===== src/htlp_pkg.sv =====
// ----------------------------------------------------------------------------
// htlp_pkg: shared types and constants for the linear-probe hash table
// Slot geometry, mark and status codes, and the command and status bundles
// passed between the controller and the datapath.
// ----------------------------------------------------------------------------
package htlp_pkg;

  // The home slot is taken from the low key bits, so SLOTS is a power of two.
  localparam int SLOTS        = 16;
  localparam int SLOT_W       = $clog2(SLOTS);
  localparam int KEY_W        = 31;
  localparam int SLOT_FIELD_W = 4;
  localparam int STATUS_W     = 2;
  localparam int MARK_W       = 2;

  localparam logic [MARK_W-1:0] MARK_EMPTY   = 2'd0;
  localparam logic [MARK_W-1:0] MARK_USED    = 2'd1;
  localparam logic [MARK_W-1:0] MARK_DELETED = 2'd2;

  localparam logic [STATUS_W-1:0] ST_INSERTED  = 2'd0;
  localparam logic [STATUS_W-1:0] ST_FULL      = 2'd1;
  localparam logic [STATUS_W-1:0] ST_REMOVED   = 2'd2;
  localparam logic [STATUS_W-1:0] ST_NOT_FOUND = 2'd3;

  localparam logic REQ_INSERT = 1'b0;
  localparam logic REQ_REMOVE = 1'b1;

  // Commands from the controller to the datapath.
  typedef struct packed {
    logic load;    // capture a new request and read its home slot
    logic step;    // move to the next slot
    logic commit;  // update the current slot and report success
    logic fail;    // report full or not found
  } htlp_cmd_t;

  // Status from the datapath to the controller.
  typedef struct packed {
    logic hit;   // current slot satisfies the request
    logic stop;  // removal met an empty slot
    logic last;  // current slot is the final one of the walk
  } htlp_sts_t;

endpackage


===== src/htlp_ctrl.sv =====
// ----------------------------------------------------------------------------
// htlp_ctrl: request sequencer
// Accepts a request, walks the probe sequence one slot per cycle and decides
// when the walk ends in success or failure.
// ----------------------------------------------------------------------------
module htlp_ctrl
  import htlp_pkg::*;
(
  input  logic      clk,
  input  logic      rst_n,
  input  logic      start,
  output logic      busy,
  input  htlp_sts_t sts,
  output htlp_cmd_t cmd
);

  localparam logic [0:0] S_IDLE  = 1'b0;
  localparam logic [0:0] S_PROBE = 1'b1;

  logic [0:0] state_r;
  logic [0:0] state_nxt;

  assign busy = (state_r == S_PROBE);

  always_comb begin
    cmd       = '0;
    state_nxt = state_r;
    unique case (state_r)
      S_IDLE: begin
        if (start) begin
          cmd.load  = 1'b1;
          state_nxt = S_PROBE;
        end
      end
      S_PROBE: begin
        priority if (sts.hit) begin
          cmd.commit = 1'b1;
          state_nxt  = S_IDLE;
        end else if (sts.stop || sts.last) begin
          cmd.fail  = 1'b1;
          state_nxt = S_IDLE;
        end else begin
          cmd.step = 1'b1;
        end
      end
      default: state_nxt = S_IDLE;
    endcase
  end

  always_ff @(posedge clk) begin
    if (!rst_n) begin
      state_r <= S_IDLE;
    end else begin
      state_r <= state_nxt;
    end
  end

endmodule


===== src/htlp_dpath.sv =====
// ----------------------------------------------------------------------------
// htlp_dpath: slot storage and probe datapath
// Holds the key memory and the slot marks, the probe position and walk
// count, and the registered result.
// ----------------------------------------------------------------------------
module htlp_dpath
  import htlp_pkg::*;
(
  input  logic                    clk,
  input  logic                    rst_n,
  input  htlp_cmd_t               cmd,
  output htlp_sts_t               sts,
  input  logic                    in_req_type,
  input  logic [KEY_W-1:0]        in_key,
  output logic                    out_valid,
  output logic [STATUS_W-1:0]     out_status,
  output logic [SLOT_FIELD_W-1:0] out_slot
);

  logic [KEY_W-1:0]        key_mem [SLOTS];
  logic [MARK_W-1:0]       marks_r [SLOTS];
  logic [KEY_W-1:0]        rd_key_r;
  logic [KEY_W-1:0]        key_r;
  logic                    req_r;
  logic [SLOT_W-1:0]       pos_r;
  logic [SLOT_W-1:0]       count_r;
  logic [SLOT_W-1:0]       pos_inc;
  logic [SLOT_W-1:0]       rd_addr;
  logic [MARK_W-1:0]       mark_cur;
  logic                    out_valid_r;
  logic [STATUS_W-1:0]     out_status_r;
  logic [SLOT_FIELD_W-1:0] out_slot_r;

  assign pos_inc  = (pos_r == SLOT_W'(SLOTS - 1)) ? '0 : pos_r + 1'b1;
  assign rd_addr  = cmd.load ? in_key[SLOT_W-1:0] : pos_inc;
  assign mark_cur = marks_r[pos_r];

  // A key is only trusted when its slot is occupied.
  assign sts.hit  = (req_r == REQ_INSERT) ? (mark_cur != MARK_USED)
                  : ((mark_cur == MARK_USED) && (rd_key_r == key_r));
  assign sts.stop = (req_r == REQ_REMOVE) && (mark_cur == MARK_EMPTY);
  assign sts.last = (count_r == SLOT_W'(SLOTS - 1));

  // Key memory: one write port, one registered read port.
  always_ff @(posedge clk) begin
    if (cmd.commit && (req_r == REQ_INSERT)) begin
      key_mem[pos_r] <= key_r;
    end
    rd_key_r <= key_mem[rd_addr];
  end

  always_ff @(posedge clk) begin
    if (!rst_n) begin
      for (int i = 0; i < SLOTS; i++) begin
        marks_r[i] <= MARK_EMPTY;
      end
    end else if (cmd.commit) begin
      marks_r[pos_r] <= (req_r == REQ_INSERT) ? MARK_USED : MARK_DELETED;
    end
  end

  always_ff @(posedge clk) begin
    if (cmd.load) begin
      key_r   <= in_key;
      req_r   <= in_req_type;
      pos_r   <= in_key[SLOT_W-1:0];
      count_r <= '0;
    end else if (cmd.step) begin
      pos_r   <= pos_inc;
      count_r <= count_r + 1'b1;
    end
  end

  always_ff @(posedge clk) begin
    if (!rst_n) begin
      out_valid_r <= 1'b0;
    end else begin
      out_valid_r <= cmd.commit || cmd.fail;
    end
  end

  always_ff @(posedge clk) begin
    if (cmd.commit) begin
      out_status_r <= (req_r == REQ_INSERT) ? ST_INSERTED : ST_REMOVED;
      out_slot_r   <= SLOT_FIELD_W'(pos_r);
    end else if (cmd.fail) begin
      out_status_r <= (req_r == REQ_INSERT) ? ST_FULL : ST_NOT_FOUND;
      out_slot_r   <= '0;
    end
  end

  assign out_valid  = out_valid_r;
  assign out_status = out_status_r;
  assign out_slot   = out_slot_r;

endmodule


===== src/hash_table_linear_probe.sv =====
// ----------------------------------------------------------------------------
// hash_table_linear_probe: open-addressing hash table with linear probing
// Sixteen-slot table of 31-bit keys with tombstones, serving insert and
// remove requests one at a time.
// ----------------------------------------------------------------------------
// A request is transferred on a rising edge where start is high and busy is
// low. Its home slot is the key modulo the slot count, and the walk then
// examines one slot per clock cycle, so a request keeps busy high until its
// walk ends in success, at an empty slot or after a complete lap; the rate is
// set by the single read port of the key memory, which delivers one stored
// key per cycle. Exactly one result follows each request: out_valid is high
// for one cycle, the first cycle in which busy is low again, and the receiver
// cannot hold it off. A new request may be transferred in that very cycle. Insert takes
// the first empty or deleted slot without looking for duplicates and reports
// full after a complete lap; remove turns the first matching occupied slot
// into a tombstone, giving up at an empty slot or after a complete lap. On a
// failure the slot field reads zero. Reset empties every slot at once; no
// clearing pass is needed, because keys are compared only in occupied slots.
// ----------------------------------------------------------------------------
module hash_table_linear_probe
  import htlp_pkg::*;
(
  input  logic                    clk,
  input  logic                    rst_n,
  input  logic                    start,
  output logic                    busy,
  input  logic                    in_req_type,
  input  logic [KEY_W-1:0]        in_key,
  output logic                    out_valid,
  output logic [STATUS_W-1:0]     out_status,
  output logic [SLOT_FIELD_W-1:0] out_slot
);

  // Commands and status between the sequencer and the datapath.
  htlp_cmd_t cmd;
  htlp_sts_t sts;

  // The sequencer owns busy and decides, slot by slot, whether the walk
  // succeeds, fails or carries on.
  htlp_ctrl u_ctrl (
    .clk   (clk),
    .rst_n (rst_n),
    .start (start),
    .busy  (busy),
    .sts   (sts),
    .cmd   (cmd)
  );

  // The datapath holds the keys, the marks, the probe position and the
  // result register that presents each transfer for one cycle.
  htlp_dpath u_dpath (
    .clk         (clk),
    .rst_n       (rst_n),
    .cmd         (cmd),
    .sts         (sts),
    .in_req_type (in_req_type),
    .in_key      (in_key),
    .out_valid   (out_valid),
    .out_status  (out_status),
    .out_slot    (out_slot)
  );

endmodule


===== config.mk =====
export PLATFORM = sky130hd
export DESIGN_NAME = hash_table_linear_probe
export DESIGN_NICKNAME = d
export VERILOG_FILES = /design/src/htlp_pkg.sv /design/src/htlp_ctrl.sv /design/src/htlp_dpath.sv /design/src/hash_table_linear_probe.sv
export SDC_FILE = /design/constraint.sdc
export NUM_CORES = 1
export LEC_CHECK = 0
export BUFFER_PORTS_ARGS = -buffer_cell sky130_fd_sc_hd__clkbuf_2
export CELL_PAD_IN_SITES_DETAIL_PLACEMENT = 0
export CELL_PAD_IN_SITES_GLOBAL_PLACEMENT = 1
export CORE_ASPECT_RATIO = 1.1
export CORE_UTILIZATION = 40
export CTS_CLUSTER_SIZE = 24
export DETAILED_ROUTE_END_ITERATION = 16
export PLACE_DENSITY_LB_ADDON = 0.1
export SYNTH_ARGS = -nofsm -noshare
export SYNTH_HDL_FRONTEND = slang
export SYNTH_SLANG_ARGS = --single-unit

===== constraint.sdc =====
create_clock -name clk -period 10.75 [get_ports clk]
set_input_delay 2.15 -clock clk [delete_from_list [all_inputs] [get_ports clk]]
set_output_delay 2.15 -clock clk [all_outputs]
set_load 0.005 [all_outputs]

Word level (Yosys, flattened, before mapping). Memory sizes are Yosys's and may differ from the RTL's. A register that Yosys moved wholly into a read port is not among the register bits. Cells that the tools add are included. W data, S select, Z words.

Register bits: 48. Latch bits: 0. Bits in writable memories: 528. ROM bits: 0. Input port bits: 35. Output and inout bits: 8. Word-level logic and storage cells: 59. Memories kept: 2.

Memories: u_dpath.key_mem (words 16, width 31, rd ports 1, clocked after memory_dff 1, wr ports 1, line htlp_dpath.sv:20) `logic [KEY_W-1:0] key_mem [SLOTS];`; u_dpath.marks_r (words 16, width 2, rd ports 1, clocked after memory_dff 1, wr ports 16, line htlp_dpath.sv:21) `logic [MARK_W-1:0] marks_r [SLOTS];`.

Add/sub/neg operators: 2. Multipliers: 0. Divide/modulo/power cells: 0. $lt $le $gt $ge: 0. Equal/unequal tests: 5. Shift operators: 0. Mux-type cells: 31. Bitwise operators: 2. Reductions and logical operators: 9.

Operators by type and width (number): $mux W4 (8); $eq A31 B31 Y1 (1); $mux W1 (15); $mux W2 (6); $add A4 B1 Y4 const B (2); $eq A4 B4 Y1 const B (2); $reduce_bool A2 Y1 (2); $logic_and A1 B1 Y1 (3); $mux W3 (1); $eq A2 B1 Y1 const B (1); $logic_not A2 Y1 (1); $logic_or A1 B1 Y1 (2); $ne A2 B1 Y1 const B (1); $not A1 Y1 (2); $pmux W1 S2 (1); $reduce_or A2 Y1 (1).

Depth between registers and ports, before layout. Gate-level depths: netlist of the first run.

Depth after elaboration: 11. Mapped depth: 11. Depth with buffers taken out: 7.

Cells and area by module. Synthesis of the first run repeated with hierarchy kept, for this count alone.

Cells, all modules: 1700. Area, all modules: 23526.3 um^2.

Modules (own cells, without submodules): htlp_dpath (times used 1, cells each 1693, area each 23450.0 um^2, seq. area each 17917.2 um^2); htlp_ctrl (times used 1, cells each 7, area each 76.3 um^2, seq. area each 20.0 um^2).

Least setup slack after synthesis of the first run. OpenSTA, ideal clock, no wires.

Path kind: input to register. Start point: in start. End point: reg u_dpath.rd_key_r[10], read port of u_dpath.key_mem. Setup time: 0.142 ns. Arrival: 4.189 ns. Data required time: 10.608 ns. Slack: 6.419 ns. Stages on the path: 8. Path buffers: 3. Cell sequence: nor2b_1 > buf_2 > nor2_1 > a21oi_1 > clkbuf_1 > buf_1 > mux2i_1 > mux2i_1.

RTL lines: start: declaration (line hash_table_linear_probe.sv:25) `input logic start,`; end: declaration (line htlp_dpath.sv:22) `logic [KEY_W-1:0] rd_key_r;`.

Worst setup path after layout of the first run.
Start point: in start. End point: reg u_dpath.rd_key_r[30], read port of u_dpath.key_mem.

Word-level cells in the longest chain between the ends: 3.

Ends and longest elaborated chain: $mux W1 (line htlp_ctrl.sv:30) `if (start) begin`; $mux W1 (line htlp_ctrl.sv:28) `unique case (state_r)`; $mux W4 (line htlp_dpath.sv:35) `assign rd_addr = cmd.load ? in_key[SLOT_W-1:0] : pos_inc;`.

Every way passes these cells. A chain may end at the register's enable or synchronous reset.

==> impl_results.md, run 1 <==
- # diodes: 0
- CTS resizes: 0
- Net count, final: 1475
- Starting Density: 0.4062
- P&R area growth vs syn: 14.22%
- Clock Tree Buf Depth: 3
- Post-Syn Nets: between 1000 and 1500
- Yosys warning total: 0
- CTS Buf Count: 68
- DR WL/cell: 23.71 um
- Critical path fanouts, max: 44
- Layout cells sized above 1: 0.1458
- Max Fclk: 0.1856 GHz
- Pin count of the biggest net entering global routing: 50
- Maximum Capacitance Violations: 0
- Pre-CTS setup slack: about 4700 ps
- Sequential cell area: 17940 sq um
- First drt pass iteration count: 4
- Fin. max-slew vios: 0
- Worst reg2reg startpoint: u_dpath.key_r[5]
- CP startpoint kind: primary input
- Clock Skews: 14.85 ps
- Capture point of the worst path: u_dpath.rd_key_r[30]
- Postcts setup bufs: 0
- Critical path's slowest cell: o21ai_4
- GRT Total Usage: 0.1795
- CP arrival: 5840 ps
- Final period util: 0.5011
- Peak supply drop: approximately 0.14 mV
- Die Wd: 237.6 um
- Worst path depth: 10
- Worst r2r dst: u_dpath.key_mem[13][6]
- HP Class: flop to flop
- DR vias/cell: roughly 5.0
- Busiest grt layer: met2
- Ys flop type: edfxtp_1
- Die area: approximately 62000 sq um
- R2r setup slk: about 6400 ps
- Tightest Pin Transition: 1073 ps
- Worst rel slew slack: 0.2821
- H-tree levels: 3
- Met1 Use GR: 0.2376
- Status: completed
- Power per standard cell area: 235.2 nW/um^2
- Post-synth EDFFs: 570
- Seq/Total Area, Yosys: 0.7347
- CORE AREA: roughly 60000 sq um
- Root Driver: clkbuf_16
- Fillers: 5140
- FP Rows: 94
- Clock Sinks: 611
- PortBufs: 42
- DP HPWL: 26.80 mm
- Crit-path cells: clkbuf_2 > nor2b_4 > buf_4 > o21ai_4 > buf_4 > buf_4 > mux2i_1 > mux2i_1 > mux2i_1 > mux2i_1
- GPL Wtd Cong: 0.7217
- Gate Count Post-Synth: 1361
- Fin Setup TNS: 0 ps
- Worst-path clk slew: 60 ps
- Grt ovf: 0
- Distinct cell type count after synthesis: 46
- Slowest Stage Delay on Critical Path: about 950 ps
- Post-DRT Antenna Nets: 0
- Biggest area consumer among synthesized cells: edfxtp_1
- Clock Latency Late Sink: a little under 600 ps
- Routed WL: ~55 mm
- Hold Vio Cnt, Final: 0
- Met2 GRT Util: 0.2989
- CTS tree: done
- DRC Markers: 0
- Cell area after synthesis: 24410 sq um
- Post-synth ARST share: 0
- LEAKAGE: 0.01010 uW
- Initial antenna violation count: 1
- Multi-input logic area: approximately 6300 sq um
- Die H: 261.1 um
- Setup CP Type: primary input to flop
- Reg2reg path depth: 8
- Unrepaired setup endpoints after global routing: false
- Initial DRC count: 593
- Buf/Inv on CP: 4
- Hold_buf cts: 0
- Via count: 11610
- Critical path data required time: 11200 ps
- Yosys top cell area share: 0.7011
- Register bit count reported by yosys: 611
- Critical Path Most Common Cell: mux2i_1
- CP Capture Type: flop
- Setup ws final: 5363 ps
- Synth area leaders: edfxtp_1 (70%), mux2i_1 (19%), dfxtp_1 (3.4%)
- Tmin final: 5387 ps
- IO Pins: 43
- CP Launch Point: start
- First-pass GRT wire length: between 70 and 80 mm
- Delay-heaviest family, CP: buffers and inverters
- Syn_area_per_cell: 17.94 sq um
- Global-route track usage on met3: 0.02867
- Vias in the first global route: between 10000 and 15000
- Final setup fails: 0
report_power, final:
group          internal [uW]  total, uW  switching [uW]
combinational            595       1410             817
sequential              2780       2900             121
clock                   1350       2250             902
total                   4720       6560            1840
how the worst min path moves through the flow:
stage | startpoint | endpoint | cells after the start
5_1_grt | u_dpath.count_r[3] | u_dpath.count_r[3] | 1
3_5_place_dp | u_dpath.count_r[3] | u_dpath.count_r[3] | 1
4_1_cts | u_dpath.count_r[2] | u_dpath.count_r[2] | 2
6_report | u_dpath.count_r[2] | u_dpath.count_r[2] | 2
3_3_place_gp | u_dpath.count_r[3] | u_dpath.count_r[3] | 1
2_1_floorplan | u_dpath.count_r[3] | u_dpath.count_r[3] | 1
registers in the layout (all words and copies together), names as in the netlist, 2 cells and up, named ones only:
signal,cells
u_dpath.marks_r,32
u_dpath.out_status,2
u_dpath.pos_r,4
u_dpath.count_r,4
u_dpath.out_slot,4
u_dpath.rd_key_r,31
u_dpath.key_mem,496
u_dpath.key_r,31
final cells by class:
type / instances / share of cell area
clock buffer: 92 / 0.06879
clock inverter: 31 / 0.008974
inverter: 10 / 0.001346
multi-input combinational: 672 / 0.2254
sequential: 611 / 0.6433
tap: 816 / 0.03662
timing repair buffer: 72 / 0.01562
cell usage after synthesis (2+ instances only):
cell type    n
o21ai_0      2
ha_1         5
nor2_2      10
nor4_1       8
inv_1       10
xor2_1      16
buf_1        9
xnor2_1     16
nor2b_1      3
dfxtp_1     41
a211oi_1     2
mux2_2       3
edfxtp_1   570
nand4_1      8
nor2_1      49
a31oi_1      2
buf_4        2
nand2_1     17
buf_6        2
a21oi_1      3
mux4_2       8
nand3_1     10
nand2b_1     2
o21ai_1     16
buf_2       40
nand3b_1     2
mux2i_1    472
clkbuf_1    15
cells in the final DEF, fill, tap and decap left out, types with 3 or more instances in the layout:
master,synthesis,final
buf_4,2,30
edfxtp_1,570,570
clkinv_1,0,9
clkinv_2,0,16
nand3_1,10,10
mux2_2,3,3
nor2_1,49,33
nand2_1,17,17
ha_1,5,5
mux2i_1,472,471
o21ai_1,16,15
xnor2_1,16,16
nor2_4,0,16
clkbuf_1,15,17
mux4_2,8,8
inv_1,10,10
xor2_1,16,16
nor2_2,10,10
clkbuf_16,0,73
nor4_1,8,8
dfxtp_1,41,41
nand4_1,8,8
bufinv_16,0,4
clkbuf_2,0,42
cells by family after synthesis:
group | after synthesis | synth area share
simple gates | 117 | 0.02363
buf+inv | 78 | 0.01496
xor+xnor | 32 | 0.01148
compound gates | 33 | 0.009276
mux | 485 | 0.2034
fa+ha+maj | 5 | 0.002563
flops | 611 | 0.7347
worst register-to-register path: stages, from the launching register on:
cell      delay, ps
edfxtp_1        620
xnor2_1         740
nand4_1         160
nor4_1          790
a22o_1          450
nand3b_1        130
buf_4           290
nor2_4          150
buf_4           590
layer usage:
metal	wire, um	vias to the layer above
met3	1686	78
met4	1424	2
met2	26140	169
met1	25350	5926
li1	-	5431
met5	11	-
per-stage QoR:
| step | hold WS [ps] | cells | instance area, sq um | power (uW) | utilization |
|---|---|---|---|---|---|
| 2_1_floorplan | 453.3 | 1361 | 24410 | 3964 | - |
| 3_3_place_gp | 477.5 | 2181 | 25720 | 4375 | 0.4279 |
| 3_5_place_dp | 490.6 | 2181 | 25720 | 4386 | 0.4279 |
| 4_1_cts | 503.2 | 2304 | 27880 | 6655 | 0.4640 |
| 5_1_grt | 518.7 | 2304 | 27880 | 6842 | 0.4640 |
| 6_report | 497.4 | 2304 | 27880 | 6557 | 0.4640 |
Note: power is estimated with default switching activity, not from simulation.
==> inputs of run 2 (changes only) <==
==> constraint.sdc (replaced) <==
create_clock -name clk -period 5.5 [get_ports clk]
set_input_delay 1.1 -clock clk [delete_from_list [all_inputs] [get_ports clk]]
set_output_delay 1.1 -clock clk [all_outputs]
set_load 0.005 [all_outputs]
==> run 2 against run 1 <==
  * Critical path depth shrank 2
  * Sequential cell count is the same
  * Setup slack lost 4100 ps
  * Global-route usage grew 0.57 points
  * Sequential power grew 96%
  * Non-clock buffer count grew 7
  * Routed wire length grew 3.2%
  * Power grew 97%
  * Register-to-register slack lost 5100 ps
  * Clock skew grew 0.71 ps
  * Largest power group unchanged
==> impl_results.md, run 2 (same netlist as run 1, synthesis figures left out) <==
- P&R area growth vs syn: 14.73%
- Clock Tree Buf Depth: 3 (unchanged)
- Worst r2r dst: u_dpath.key_mem[11][29]
- CP startpoint kind: flop
- Commonest non-fill, non-tap cell in the layout: edfxtp_1
- Final setup fails: 0 (unchanged)
- Critical path fanouts, max: 17 (-61%)
- Finished Cell Area: 28010 sq um (+0.45%)
- H-tree levels: 3 (unchanged)
- CTS Buf Count: 67 (-1.5%)
- DR vias/cell: 5.096 (+1.2%)
- DP HPWL: 31.02 mm (+16%)
- IO Pins: 43 (unchanged)
- Peak supply drop: 0.3649 mV (+170%)
- HP Class: flop to flop
- Hold Path Depth: 2 (unchanged)
- Max FFs per register: 496 (unchanged)
- First drt pass iteration count: 5 (+1)
- Clock Skews: 15.55 ps (+0.7057 ps)
- Max Fclk: 0.2355 GHz
- Die H: 261.1 um (unchanged)
- Via count: 11770 (+1.4%)
- Vias in the first global route: 12250 (+2.0%)
- Initial antenna violation count: 1 (unchanged)
- DRC Markers: 0 (unchanged)
- First-pass GRT wire length: 82.56 mm (+3.8%)
- CP Capture Type: flop
- Maximum Capacitance Violations: 0 (unchanged)
- Hold_buf cts: 0 (unchanged)
- Final period util: 0.7719
- Hold Vio Cnt, Final: 0 (unchanged)
- Pin count of the biggest net entering global routing: 83 (+66%)
- Met3 wire len: 2.060 mm (+22%)
- Status: completed
- Most frequent cells in the layout: edfxtp_1 (570), mux2i_1 (471), clkbuf_16 (71)
- Worst reg2reg startpoint: u_dpath.key_r[5]
- Highest layer used for signal routing: met4
- GPL Wtd Cong: 0.7469 (+3.5%)
- Die area: 62030 sq um (unchanged)
- Power per standard cell area: 460.9 nW/um^2 (+96%)
- PortBufs: 42 (unchanged)
- CTS resizes: 0 (unchanged)
- CORE AREA: 60100 sq um (unchanged)
- R2r setup slk: 1250 ps (-5150 ps)
- Tmin final: 4246 ps
- CTS tree: done
- FP Rows: 94 (unchanged)
- Layout Cells excl Fill: 2309 (+0.22%)
- Tightest Pin Transition: 1221 ps (+148.4 ps)
- Postcts setup bufs: 0 (unchanged)
- Post-DRT Antenna Nets: 0 (unchanged)
- Critical path data required time: 5780 ps (-5420 ps)
- Post-placement cell area: 25840 sq um (+0.50%)
- LEAKAGE: 0.01015 uW (+0.51%)
- Layout cells sized above 1: 0.1468 (+0.0009495)
- Clock Latency Late Sink: 590 ps (about the same)
- GRT Total Usage: 0.1852 (+0.005733)
- Die Wd: 237.6 um (unchanged)
- Unrepaired setup endpoints after global routing: false
- Fin. max-slew vios: 0 (unchanged)
- Hold Crit Start: u_dpath.count_r[2]
- Post-Route M1 WL: 26.37 mm (+4.0%)
- Clock Sinks: 611 (unchanged)
- Hold Crit Endpoint: u_dpath.count_r[2]
- DR WL/cell: 24.42 um (+3.0%)
- Root Driver: clkbuf_16
- Placed insts: 2188 (+0.32%)
- Worst-path clk slew: 50 ps (about the same)
- Min Hold Slack: 503.4 ps (+6.019 ps)
- CP arrival: 4520 ps (-1320 ps)
- Worst rel slew slack: 0.1828 (-0.09929)
- Routed WL: 56.39 mm (+3.2%)
- Met2 WL: 27.01 mm (+3.3%)
- Setup CP Type: flop to flop
- Reg2reg path depth: 8 (unchanged)
- Starting Density: 0.4062 (unchanged)
- Initial DRC count: 709 (+20%)
- Net count, final: 1481 (+0.41%)
- Fin Setup TNS: 0 ps (unchanged)
- Grt ovf: 0 (unchanged)
- Register with the most flip-flops: u_dpath.key_mem
- Biggest regs: u_dpath.key_mem (496), u_dpath.marks_r (32)
run 2: cell count changes in the layout (fill, tap and decap cells not counted), sizes merged:
cell | before | now
clkinv | 26 | 11
clkinvlp | 1 | 0
clkbuf | 134 | 146
inv | 10 | 11
diode | 0 | 1
buf | 30 | 37
run 2: metrics by stage:
step	utilization	total power, uW	setup slack [ps]
finish	0.4661	12910	1254
global route	0.4660	13460	1073
CTS	0.4660	13100	1210
detailed placement	0.4300	8672	1249
global placement	0.4300	8664	1245
floorplan	-	7748	1722
run 2: where the power goes:
part	switching (uW)	leakage (uW)	total [uW]	internal (uW)
Combinational	1640	0.00355	2830	1190
Clock	1750	0.00106	4410	2660
Sequential	248	0.00554	5670	5420
run 2: worst max path at each step:
stage | slack (ps) | endpoint | startpoint
final | 1250 | u_dpath.key_mem[11][29] | u_dpath.key_r[5]
after CTS | 1210 | u_dpath.key_mem[11][29] | u_dpath.key_r[5]
after floorplan | 1720 | u_dpath.key_mem[12][0] | flop
after global routing | 1070 | u_dpath.key_mem[11][3] | u_dpath.key_r[5]
after global placement | 1250 | u_dpath.key_mem[11][21] | u_dpath.key_r[5]
after detailed placement | 1250 | u_dpath.key_mem[11][22] | u_dpath.key_r[5]
run 2: area by class of cell:
| cell class | count | area, sq um |
|---|---|---|
| well taps | 816 | 1021 |
| fillers | 5140 | 32090 |
| clock inverters | 16 | 183.9 |
| flip-flops and latches | 611 | 17940 |
| diodes | 1 | 2.502 |
| multi-input cells | 672 | 6285 |
| clock buffers | 104 | 1981 |
| repair buffers | 79 | 563.0 |
| inverters | 10 | 37.54 |
run 2: per-layer routing:
metal,track usage,vias to the layer above
met4,0.05466,0
li1,-,5444
met3,0.02762,60
met5,0,-
met1,0.2564,6062
met2,0.3038,201
run 2: critical path: stages (launching register included):
cell and delay, ps:
edfxtp_1 620, xnor2_1 540, nand4_1 150, nor4_1 780
a22o_1 420, nand3b_1 110, buf_4 300, nor2_4 700
buf_12 280
==> inputs of run 3 (changes only) <==
==> constraint.sdc (replaced) <==
create_clock -name clk -period 3.43 [get_ports clk]
set_input_delay 0.686 -clock clk [delete_from_list [all_inputs] [get_ports clk]]
set_output_delay 0.686 -clock clk [all_outputs]
set_load 0.005 [all_outputs]
==> run 3 against run 2 <==
  * Clock skew grew 4.4 ps
  * Core utilization grew 1.5 points
  * Cell area increased by 3.2%
  * Highest routed layer unchanged
  * Worst hold slack got worse by 240 ps
  * Critical endpoint is now u_dpath.key_mem[10][10]
  * Sequential share of layout area is 2.0 points lower
  * Sequential cell count is the same
==> impl_results.md, run 3 (same netlist as run 1, synthesis figures left out) <==
- Post-DRT Antenna Nets: 0 (unchanged)
- Worst reg2reg startpoint: u_dpath.key_r[4]
- Met1 Use GR: 0.2488 (-0.007519)
- R2r setup slk: 210 ps (-1050 ps)
- Clock Tree Buf Depth: 3 (unchanged)
- First-pass GRT wire length: 84.80 mm (+2.7%)
- Placed insts: 2249 (+2.8%)
- DR WL/cell: 24.56 um (+0.57%)
- Global-route track usage on met3: 0.03478 (+0.007168)
- Tightest Pin Transition: 786.8 ps (-434.4 ps)
- Hold Vio Cnt, Final: 0 (unchanged)
- Unrepaired setup endpoints after global routing: false
- Worst-path clk slew: 60 ps (about the same)
- CTS Buf Count: 66 (-1.5%)
- Final period util: 0.9398 (+0.1678)
- Layout Cells excl Fill: 2368 (+2.6%)
- GPL Wtd Cong: 0.7678 (+2.8%)
- Worst rel slew slack: 0.4743 (+0.2915)
- Layout cells sized above 1: 0.1850 (+0.03826)
- PortBufs: 42 (unchanged)
- Min Hold Slack: 266.4 ps (-237.1 ps)
- CORE AREA: 60100 sq um (unchanged)
- IO Pins: 43 (unchanged)
- Power per standard cell area: 736.2 nW/um^2 (+60%)
- Hold Crit Endpoint: u_dpath.key_r[28]
- Hold Path Depth: 1 (-1)
- Postcts setup bufs: 0 (unchanged)
- Routed WL: 58.16 mm (+3.1%)
- Most frequent cells in the layout: edfxtp_1 (570), mux2i_1 (471), clkbuf_16 (69)
- Max FFs per register: 496 (unchanged)
- Max Fclk: 0.3102 GHz (+32%)
- Busiest grt layer: met2
- Maximum Capacitance Violations: 0 (unchanged)
- Pre-CTS setup slack: 137.4 ps (-1112 ps)
- Grt ovf: 0 (unchanged)
- Critical path data required time: 3690 ps (-2090 ps)
- Crit-path cells: xor2_1 > nor4_1 > and4_1 > a22o_1 > nand3b_1 > buf_12 > nor2_4 > buf_12
- Tmin final: 3223 ps (-1022 ps)
- Clock Skews: 19.93 ps (+4.373 ps)
- Die area: 62030 sq um (unchanged)
- Biggest regs: u_dpath.key_mem (496), u_dpath.marks_r (32)
- Die Wd: 237.6 um (unchanged)
- Critical path's slowest cell: edfxtp_1
- DRC Markers: 0 (unchanged)
- Peak supply drop: 0.5338 mV (+46%)
- CTS tree: done
- Initial DRC count: 764 (+7.8%)
- Commonest non-fill, non-tap cell in the layout: edfxtp_1
- Clock Sinks: 611 (unchanged)
- Slowest Stage Delay on Critical Path: 700 ps (-80 ps)
- H-tree levels: 3 (unchanged)
- Via count: 12080 (+2.7%)
- Critical Path Most Common Cell: buf_12
- Setup CP Type: flop to flop
- Status: completed
- HP Class: primary input to flop
- Hold Crit Start: in_key[28]
- P&R area growth vs syn: 18.39%
- Vias in the first global route: 12550 (+2.4%)
- Final setup fails: 0 (unchanged)
- Register with the most flip-flops: u_dpath.key_mem
- Critical path fanouts, max: 23 (+6)
- CP Capture Type: flop
- Clock Latency Late Sink: 590 ps (about the same)
- Met2 GRT Util: 0.3216 (+0.01776)
- Initial antenna violation count: 0 (-1)
- First drt pass iteration count: 6 (+1)
- FP Rows: 94 (unchanged)
- Overall power: 21280 uW (+65%)
- DR vias/cell: 5.102 (+0.11%)
- Die H: 261.1 um (unchanged)
- Root Driver: clkbuf_16
- Fillers: 5080 (-1.2%)
- Final core occ: 0.4809 (+0.01486)
- Hold_buf cts: 0 (unchanged)
- Net count, final: 1541 (+4.1%)
- Worst r2r dst: u_dpath.key_mem[10][10]
- Setup ws final: 206.6 ps (-1048 ps)
- DP HPWL: 35.69 mm (+15%)
- Pin count of the biggest net entering global routing: 75 (-9.6%)
- GRT Total Usage: 0.1920 (+0.006738)
- Starting Density: 0.4062 (unchanged)
- CP startpoint kind: flop
- Fin. max-slew vios: 0 (unchanged)
- CP arrival: 3490 ps (-1030 ps)
- LEAKAGE: 0.01058 uW (+4.3%)
- Reg2reg path depth: 8 (unchanged)
==> run 3: critical path, delay by kind of cell (launching register included) <==
family | cells | cell delay (ps)
AND/OR/NAND/NOR | 4 | 1100
XOR/XNOR | 1 | 330
flip-flops | 1 | 700
buffers and inverters | 2 | 480
AO/OA/AOI/OAI | 1 | 230
==> run 3: per-stage QoR <==
step	area (sq um)	setup TNS, ps
6_report	28900	0
5_1_grt	28900	0
4_1_cts	28890	0
3_5_place_dp	26690	0
3_3_place_gp	26690	0
2_1_floorplan	24410	-139250
==> run 3: repair_timing <==
action	4_1_cts	5_1_grt
resized for setup	0	2
endpoints found under the hold margin	0	0
setup endpoints to repair	0	443
==> run 3: how the worst max path moves through the flow <==
stage | to | cells past startpoint | start
global placement | u_dpath.key_mem[2][28] | 9 | u_dpath.key_r[21]
CTS | u_dpath.key_mem[9][5] | 9 | u_dpath.key_r[21]
floorplan | u_dpath.key_mem[12][0] | 9 | flop
finish | u_dpath.key_mem[10][10] | 8 | u_dpath.key_r[4]
detailed placement | u_dpath.key_mem[9][16] | 9 | u_dpath.key_r[21]
global route | u_dpath.key_mem[10][6] | 9 | u_dpath.key_r[20]
==> run 3: routing by layer <==
metal	share of wire	vias up	wire length (um)
met5	0	-	0
met4	0.029	0	1687
met3	0.045	87	2631
met2	0.49	248	28640
met1	0.43	6174	25200
li1	-	5572	-
==> run 3: power by group <==
part	switching [uW]	internal, uW	leakage, uW
clock	2810	4380	0.00109
combinational	2900	2180	0.00396
sequential	312	8690	0.00554
==> run 3: cell type report <==
cell class	instances	area, sq um	share of cell area
Inverter	10	37.54	0.001299
Sequential cell	611	17940	0.6206
Tap cell	816	1021	0.03532
Timing Repair Buffer	140	1409	0.04874
Clock inverter	25	301.5	0.01043
Antenna cell	1	2.502	0.00008658
Clock buffer	93	1897	0.06562
Multi-Input combinational cell	672	6299	0.2179
